### src/rtl/lsw_pkg.sv
// shared types and constants for the lap stopwatch core
package lsw_pkg;

   localparam int LAP_DEPTH_DEF = 8;

   // request codes, codes six and seven behave as a query
   localparam logic [2:0] REQ_TICK  = 3'd1;
   localparam logic [2:0] REQ_START = 3'd2;
   localparam logic [2:0] REQ_STOP  = 3'd3;
   localparam logic [2:0] REQ_LAP   = 3'd4;
   localparam logic [2:0] REQ_RESET = 3'd5;

   // exact divide by 100 of a 32-bit value: (x * DIV100_MUL) >> DIV100_SHIFT
   localparam logic [31:0] DIV100_MUL   = 32'd1374389535;
   localparam int          DIV100_SHIFT = 37;
   localparam int          QUOT_W       = 26;
   // exact divide by 15 of a 24-bit value: (x * DIV15_MUL) >> DIV15_SHIFT
   localparam logic [31:0] DIV15_MUL    = 32'h8888_8889;
   localparam int          DIV15_SHIFT  = 35;
   localparam int          MIN_W        = 21;
   localparam logic [6:0]  MINUTES_CAP  = 7'd99;

   typedef struct packed {
      logic [2:0] req_type;
      logic [2:0] lap_index;
      logic       format_lap;
   } req_payload_type;

   typedef struct packed {
      logic [1:0]  run_status;
      logic [31:0] elapsed_total;
      logic [3:0]  laps_held;
      logic [31:0] lap_at_index;
      logic        lap_present;
      logic        display_event;
      logic [6:0]  shown_minutes;
      logic [5:0]  shown_seconds;
      logic [6:0]  shown_centis;
   } rsp_payload_type;

   // snapshot handed from the request stage to the formatter
   typedef struct packed {
      logic [1:0]  run_status;
      logic [31:0] elapsed_total;
      logic [3:0]  laps_held;
      logic [31:0] lap_at_index;
      logic        lap_present;
      logic        display_event;
      logic [31:0] value;
   } fmt_in_type;

endpackage

### src/rtl/lsw_format.sv
// three-stage min/sec/centi breakdown pipeline with output register
module lsw_format (
   input  logic                    clock,
   input  logic                    reset,
   input  logic                    in_valid,
   output logic                    in_stall,
   input  lsw_pkg::fmt_in_type      in_data,
   output logic                    out_valid,
   input  logic                    out_stall,
   output lsw_pkg::rsp_payload_type out_data
);
   import lsw_pkg::*;

   logic                 a_vld_ff;
   fmt_in_type           a_data_ff;
   logic [63:0]          a_prod_ff;

   logic                 b_vld_ff;
   fmt_in_type           b_data_ff;
   logic [QUOT_W-1:0]    b_quot_ff;
   logic [6:0]           b_centi_ff;
   logic [55:0]          b_prod_ff;

   logic                 out_vld_ff;
   rsp_payload_type      out_data_ff;

   logic                 en_a, en_b, en_out;
   logic [QUOT_W-1:0]    quot100;
   logic [31:0]          back100;
   logic [MIN_W-1:0]     quot6000;
   logic [QUOT_W-1:0]    back60;

   // a stage loads when empty or when the stage after it moves
   assign en_out   = !out_vld_ff || !out_stall;
   assign en_b     = !b_vld_ff || en_out;
   assign en_a     = !a_vld_ff || en_b;
   assign in_stall = !en_a;

   assign quot100  = a_prod_ff[DIV100_SHIFT +: QUOT_W];
   assign back100  = 32'(quot100) * 32'd100;
   assign quot6000 = b_prod_ff[DIV15_SHIFT +: MIN_W];
   assign back60   = QUOT_W'(quot6000) * QUOT_W'(60);

   always_ff @(posedge clock) begin
      if (reset) begin
         a_vld_ff   <= 1'b0;
         b_vld_ff   <= 1'b0;
         out_vld_ff <= 1'b0;
      end else begin
         if (en_a) begin
            a_vld_ff <= in_valid;
         end
         if (en_b) begin
            b_vld_ff <= a_vld_ff;
         end
         if (en_out) begin
            out_vld_ff <= b_vld_ff;
         end
      end
   end

   always_ff @(posedge clock) begin
      if (en_a) begin
         a_data_ff <= in_data;
         a_prod_ff <= 64'(in_data.value) * 64'(DIV100_MUL);
      end
      if (en_b) begin
         b_data_ff  <= a_data_ff;
         b_quot_ff  <= quot100;
         b_centi_ff <= a_data_ff.value[6:0] - back100[6:0];
         // value / 6000 = (value / 100 / 4) / 15
         b_prod_ff  <= 56'(quot100[QUOT_W-1:2]) * 56'(DIV15_MUL);
      end
      if (en_out) begin
         out_data_ff.run_status    <= b_data_ff.run_status;
         out_data_ff.elapsed_total <= b_data_ff.elapsed_total;
         out_data_ff.laps_held     <= b_data_ff.laps_held;
         out_data_ff.lap_at_index  <= b_data_ff.lap_at_index;
         out_data_ff.lap_present   <= b_data_ff.lap_present;
         out_data_ff.display_event <= b_data_ff.display_event;
         out_data_ff.shown_minutes <= (quot6000 > MIN_W'(MINUTES_CAP)) ?
                                      MINUTES_CAP : quot6000[6:0];
         out_data_ff.shown_seconds <= b_quot_ff[5:0] - back60[5:0];
         out_data_ff.shown_centis  <= b_centi_ff;
      end
   end

   assign out_valid = out_vld_ff;
   assign out_data  = out_data_ff;

endmodule

### src/rtl/lap_stopwatch_core.sv
// centisecond stopwatch with newest-first lap store, top level
//
//   port group    direction  flow control       carries
//   req_*         in         req_valid/stall    req_type, lap_index, format_lap
//   rsp_*         out        rsp_valid/stall    status, totals, lap and breakdown
//
// one request per cycle sustained while rsp_stall stays low; each result passes the stages
// (request register, divide-by-100 multiply, divide-by-60 multiply, output register)
// the watch state updates in the cycle of the request transfer itself
// synchronous reset clears mode, count and lap count; lap entries are not cleared
// a stalled rsp holds the output register; stages behind it fill their bubbles and
// req_stall rises only once all four stages hold a result
module lap_stopwatch_core #(
   parameter int LAP_DEPTH = lsw_pkg::LAP_DEPTH_DEF
) (
   input  logic                     clock,
   input  logic                     reset,
   input  logic                     req_valid,
   output logic                     req_stall,
   input  lsw_pkg::req_payload_type req_payload,
   output logic                     rsp_valid,
   input  logic                     rsp_stall,
   output lsw_pkg::rsp_payload_type rsp_payload
);
   import lsw_pkg::*;

   localparam int CNT_W = $clog2(LAP_DEPTH + 1);
   localparam int CMP_W = CNT_W + 3;
   localparam int VIEW_N = 8;

   typedef enum logic [1:0] {
      IDLE    = 2'd0,
      RUNNING = 2'd1,
      PAUSED  = 2'd2
   } mode_type;

   // watch state
   mode_type          mode_ff, mode_in;
   logic [31:0]       count_ff, count_in;
   logic [3:0]        digit_ff, digit_in;     // count mod 10
   logic [CNT_W-1:0]  laps_ff, laps_in;
   logic [31:0]       last_ff, last_in;       // count at the previous lap
   logic [31:0]       store_ff [LAP_DEPTH];
   logic [31:0]       store_in [LAP_DEPTH];
   logic              store_push;

   // request register feeding the formatter
   logic              s1_vld_ff;
   fmt_in_type        s1_ff, s1_in;
   logic              fmt_stall;

   logic              accept;
   logic              tick_event;
   logic [31:0]       lap_view [VIEW_N];
   logic [31:0]       lap_val;
   logic              present;

   assign req_stall = s1_vld_ff && fmt_stall;
   assign accept    = req_valid && !req_stall;

   // next watch state for the request on the port
   always_comb begin
      mode_in    = mode_ff;
      count_in   = count_ff;
      digit_in   = digit_ff;
      laps_in    = laps_ff;
      last_in    = last_ff;
      tick_event = 1'b0;
      store_push = 1'b0;
      case (req_payload.req_type)
         REQ_TICK: begin
            if (mode_ff == RUNNING) begin
               count_in = count_ff + 32'd1;
               // wrap to zero lands on a multiple of ten as well
               if (count_ff == '1 || digit_ff == 4'd9) begin
                  digit_in   = 4'd0;
                  tick_event = 1'b1;
               end else begin
                  digit_in = digit_ff + 4'd1;
               end
            end
         end
         REQ_START: begin
            mode_in = RUNNING;
         end
         REQ_STOP: begin
            if (mode_ff == RUNNING) begin
               mode_in = PAUSED;
            end
         end
         REQ_LAP: begin
            if (mode_ff == RUNNING && laps_ff < CNT_W'(LAP_DEPTH)) begin
               store_push = 1'b1;
               last_in    = count_ff;
               laps_in    = laps_ff + CNT_W'(1);
            end
         end
         REQ_RESET: begin
            if (mode_ff != RUNNING) begin
               mode_in  = IDLE;
               count_in = '0;
               digit_in = '0;
               laps_in  = '0;
               last_in  = '0;
            end
         end
         default: begin
         end
      endcase
   end

   // lap push shifts the whole line; entries above the lap count are never shown
   always_comb begin
      for (int k = 0; k < LAP_DEPTH; k++) begin
         store_in[k] = store_ff[k];
      end
      if (store_push) begin
         store_in[0] = count_ff - last_ff;
         for (int k = 1; k < LAP_DEPTH; k++) begin
            store_in[k] = store_ff[k-1];
         end
      end
   end

   // lap_index reaches only the first eight entries
   for (genvar j = 0; j < VIEW_N; j++) begin : g_view
      if (j < LAP_DEPTH) begin : g_real
         assign lap_view[j] = store_in[j];
      end else begin : g_none
         assign lap_view[j] = '0;
      end
   end

   assign present = CMP_W'(req_payload.lap_index) < CMP_W'(laps_in);
   assign lap_val = present ? lap_view[req_payload.lap_index] : '0;

   always_comb begin
      s1_in.run_status    = mode_in;
      s1_in.elapsed_total = count_in;
      s1_in.laps_held     = 4'(laps_in);
      s1_in.lap_at_index  = lap_val;
      s1_in.lap_present   = present;
      s1_in.display_event = tick_event;
      s1_in.value         = req_payload.format_lap ? lap_val : count_in;
   end

   always_ff @(posedge clock) begin
      if (reset) begin
         mode_ff   <= IDLE;
         count_ff  <= '0;
         digit_ff  <= '0;
         laps_ff   <= '0;
         last_ff   <= '0;
         s1_vld_ff <= 1'b0;
      end else begin
         if (accept) begin
            mode_ff  <= mode_in;
            count_ff <= count_in;
            digit_ff <= digit_in;
            laps_ff  <= laps_in;
            last_ff  <= last_in;
         end
         if (!s1_vld_ff || !fmt_stall) begin
            s1_vld_ff <= accept;
         end
      end
   end

   always_ff @(posedge clock) begin
      if (accept) begin
         s1_ff <= s1_in;
         for (int k = 0; k < LAP_DEPTH; k++) begin
            store_ff[k] <= store_in[k];
         end
      end
   end

   lsw_format u_format (
      .clock     (clock),
      .reset     (reset),
      .in_valid  (s1_vld_ff),
      .in_stall  (fmt_stall),
      .in_data   (s1_ff),
      .out_valid (rsp_valid),
      .out_stall (rsp_stall),
      .out_data  (rsp_payload)
   );

   // a counted tick advances the count by exactly one
   a_tick_counts: assert property (@(posedge clock) disable iff (reset)
      accept && req_payload.req_type == REQ_TICK && mode_ff == RUNNING
      |=> count_ff == $past(count_ff) + 32'd1)
      else $error("counted tick did not advance the count");

   // a reset request while running leaves the watch running
   a_reset_ignored: assert property (@(posedge clock) disable iff (reset)
      accept && req_payload.req_type == REQ_RESET && mode_ff == RUNNING
      |=> mode_ff == RUNNING && count_ff == $past(count_ff))
      else $error("reset request acted while running");

   // the decade digit is zero whenever the count is zero
   a_digit_track: assert property (@(posedge clock) disable iff (reset)
      count_ff == '0 |-> digit_ff == 4'd0)
      else $error("decade digit out of step with count");

   // lap count never passes the store depth
   a_lap_bound: assert property (@(posedge clock) disable iff (reset)
      accept && req_payload.req_type == REQ_LAP |=> laps_ff <= CNT_W'(LAP_DEPTH))
      else $error("lap count beyond store depth");

endmodule
### config.mk
export PLATFORM = sky130hd
export DESIGN_NAME = lap_stopwatch_core
export DESIGN_NICKNAME = d
export VERILOG_FILES = /design/src/rtl/lsw_pkg.sv /design/src/rtl/lsw_format.sv /design/src/rtl/lap_stopwatch_core.sv
export SDC_FILE = /design/constraint.sdc
export NUM_CORES = 2
export LEC_CHECK = 0
export BUFFER_PORTS_ARGS = -buffer_cell sky130_fd_sc_hd__buf_4
export CAP_MARGIN = 30
export CORE_MARGIN = 1
export CORE_UTILIZATION = 40
export CTS_BUF_LIST = sky130_fd_sc_hd__clkbuf_8
export CTS_CLUSTER_SIZE = 8
export DETAILED_ROUTE_END_ITERATION = 12
export PLACE_DENSITY_LB_ADDON = 0.1
export SYNTH_ARGS = -nofsm -noshare
export SYNTH_HDL_FRONTEND = slang
export SYNTH_SLANG_ARGS = --single-unit
### constraint.sdc
create_clock -name clock -period 16.96 [get_ports clock]
set_input_delay 0 -clock clock [delete_from_list [all_inputs] [get_ports clock]]
set_output_delay 0 -clock clock [all_outputs]
set_load 0.005 [all_outputs]
==> results.txt <==
The number of max-capacitance violations reported came out at 0. Among all flip-flop cells after synthesis, the most frequent one is edfxtp_1. Summed over all layers, the routed wires come to 154.2 mm. The maximum fanout along the worst path is 9, and the core box area is 0.1356 mm². The number of enable-type register cells in the synthesized netlist is 663. Headroom to the max-slew limit came out at 31.28%. The logs give 4 for the number of antenna violations at the first check in global routing and 2,439 for the iteration-0 DRC count of the detailed router.

The number of top-level pins was 105; the post-synthesis instance total was 5,088. The logs give 0 for the number of nets with antenna violations after routing and 37.06k for the number of global-route vias before repair. The number of port buffers was 104.

The async set or reset register ratio after synthesis came out at 0%. The class of the tightest hold or removal check is input port to flip-flop. Clock skew on the completed layout was measured at 0.04965 ns.

Master cell of the clock root buffer: clkbuf_8. The clock sink total was 741; the floorplan die area was 0.1384 mm². For this run, design rule violations remaining after detail routing come to 0. The pre-antenna-repair detailed-routing pass consisted of 5 iterations. The logs give 0 for the final count of pins violating max slew and 83 for the number of distinct library cells after synthesis. Setup violations remaining at the end of the flow were counted as 0. The startpoint kind of the worst setup timing path is a flip-flop. After layout, the minimum clock period comes to 8.190 ns.

Number of buffers added for setup after CTS: 0. The floorplan step set the die width to 372.0 µm. For the pin with the worst max-slew slack, the measured transition is 1.027 ns. The critical path data required time is 17.59 ns. Start-to-end type of the worst setup path: flip-flop to flip-flop. The final clock period utilization by the worst path is 48.29%, and the estimated wirelength of the detail-placed design is 117.4 mm. Average cell area after synthesis: 10.76 µm².

At the end of the flow, the number of nets in the layout was 6,331. The initial utilization of the core area, before any placement, comes to 40.38%. The final route contains 36.57k vias.

Cells with a size suffix above 1 make up 7.607% of the layout. For the maximum clock path buffer count, the log shows 3. STA classifies the critical path endpoint as a flip-flop. The global-route wire length before repair is 231.6 mm.

At the later pin of the worst-skew pair, clock insertion delay measures 0.90 ns. The signal arrival time at the worst endpoint was 8.82 ns; the clock-pin slew of the registers on the worst-case setup and hold paths was 0.06 ns. Summing the sequential cell areas from Yosys gives 39.20% of the chip area. Number of hold-slack violations in the final timing report: 0.

Setup repair after global routing left no endpoint under its margin. Entering global routing, the biggest net connects 177 pins. For the number of levels the H-tree was split into, the log shows 4. The total overflow left after global routing is 0. Global routing used 22.55% of the available tracks. In this run the core area contains 135 standard-cell rows. The height of the die was 372.0 µm; the average wire per standard cell was 21.66 µm.

Buffers inserted during clock tree synthesis total 138. Synthesis-to-layout area growth: 10.07%. After routing, the total negative slack on setup checks comes to 0 ns. The synthesized cell area came out at 0.05477 mm². TritonCTS built the clock tree. The total nets after synthesis was 6,185; the number of warnings reported in the yosys synthesis log was 0.

The flow ran to the end, and the final reports show no timing, DRC or antenna violations. The highest clock rate came out at 122.1 MHz. The total of fill cells in the finished design was 12.98k.

Via density per instance: 5.136. The global placement routability congestion was 0.9295. The synthesized design contains 741 register bits.
layout make-up:
type                            instances  area (µm²)  share of cell area (%)
Clock inverter                        102       654.4                   1.086
Inverter                              799        3012                   4.996
Antenna cell                            2       5.005                0.008302
Sequential cell                       741       21470                   35.62
Clock buffer                          141        1941                   3.219
Timing Repair Buffer                  163        1366                   2.267
Multi-Input combinational cell       3391       29610                   49.11
Tap cell                             1781        2228                   3.697
cells in the mapped netlist (all sizes together) (21+ instances only):
cell type,count,area [µm²]
nor3,70,355.3
clkbuf,96,360.4
nand3,84,420.4
inv,798,2995
mux2,35,394.1
a21o,60,450.4
nand2,835,3134
edfxtp,663,19910
mux4,22,495.5
a211oi,33,247.7
a31oi,33,206.5
and2,26,162.7
xnor2,59,516.8
o21ai,143,715.7
buf,61,367.8
or3,36,225.2
o31ai,21,162.6
fa,472,9449
nor2,288,1081
dfxtp,78,1562
o21a,26,195.2
ha,614,7682
a21oi,193,965.9
xor2,23,201.4
nand4,37,231.5
routing by layer:
metal,up-vias,part of all wire [%],GRT usage [%]
met5,-,0,0
met4,0,2.3,6.029
met3,184,4.2,3.620
met2,739,49,37.71
met1,18080,45,30.25
li1,17560,-,-
worst max-delay path: stages, from the launching register on:
cell and delay, ns:
edfxtp_1 0.71, inv_1 0.26, fa_1 0.62, inv_1 0.06, ha_1 0.21, fa_1 0.49, inv_1 0.06, fa_1 0.60
inv_1 0.07, fa_1 0.54, fa_1 0.46, fa_1 0.50, inv_1 0.05, fa_1 0.48, inv_1 0.04, ha_1 0.32
nand3_1 0.15, nor4_1 0.51, nand4_1 0.14, a31oi_1 0.35, o311a_1 0.31, a21oi_1 0.19, o41a_1 0.49, nor2b_1 0.16
xnor2_1 0.14
path summary, 6_finish.rpt:
| kind | startpoint | to | slack [ns] | cells after the start |
|---|---|---|---|---|
| min | req_payload[5] | s1_ff[103] | 0.23 | 4 |
| max reg2reg | s1_ff[4] | u_format.a_prod_ff[60] | 8.77 | 24 |
| min reg2reg | u_format.b_data_ff[63] | u_format.out_data[51] | 0.40 | 0 |
| max | s1_ff[4] | u_format.a_prod_ff[60] | 8.77 | 24 |
cell usage in the layout, fill, tap and decap left out, types with 68 or more instances in the layout:
master | Yosys | routed
a21oi_1 | 193 | 193
buf_4 | 2 | 137
clkbuf_8 | 0 | 141
dfxtp_1 | 78 | 78
edfxtp_1 | 663 | 663
fa_1 | 472 | 472
ha_1 | 614 | 614
inv_1 | 798 | 840
nand2_1 | 835 | 833
nand3_1 | 84 | 84
nor2_1 | 288 | 288
nor3_1 | 69 | 68
o21ai_0 | 135 | 135
cells by family (layout without fill, tap and decap cells):
logic type | count (synthesis) | after routing | share of synthesized area, %
xor gates and xnor gates | 82 | 82 | 1.311
buffers and inverters | 956 | 1205 | 6.806
and+or+nand+nor | 1473 | 1473 | 11.47
adders and majority gates | 1086 | 1086 | 31.28
muxes | 75 | 75 | 1.953
AOI/OAI and AO/OA | 675 | 675 | 7.975
DFF | 741 | 741 | 39.20
other | 0 | 2 | 0
metrics by stage:
step / utilization (%) / cell area (µm²) / instances / setup slack (ns) / hold slack [ns]
after CTS: 44.38 / 60200 / 7115 / 8.686 / 0.1092
final: 44.44 / 60280 / 7120 / 8.770 / 0.2253
after detailed placement: 42.33 / 57410 / 6853 / 8.725 / 0.2662
after global placement: 42.30 / 57380 / 6850 / 8.668 / 0.2615
after floorplan: - / 54770 / 5088 / 5.147 / 0.1295
after global routing: 44.44 / 60280 / 7119 / 8.271 / 0.2055
state kept, by name, indices dropped and copies added (netlist names), 2 cells and up:
name                 cells
u_format.out_data       92
u_format.b_data_ff      72
u_format.b_centi_ff      7
last_ff                 32
u_format.a_data_ff      79
u_format.a_prod_ff      26
count_ff                32
laps_ff                  4
s1_ff                  104
u_format.b_quot_ff       6
store_ff               256
u_format.b_prod_ff      21
mode_ff                  2
digit_ff                 4
what timing repair did:
item	in CTS	in global routing
setup endpoints to repair	0	0
endpoints found under the hold margin	222	0
resized for setup	0	0
hold buffers	19	0
Power is not shown: default switching activity piles up to over one toggle a cycle in this logic, so the estimate is an artifact.
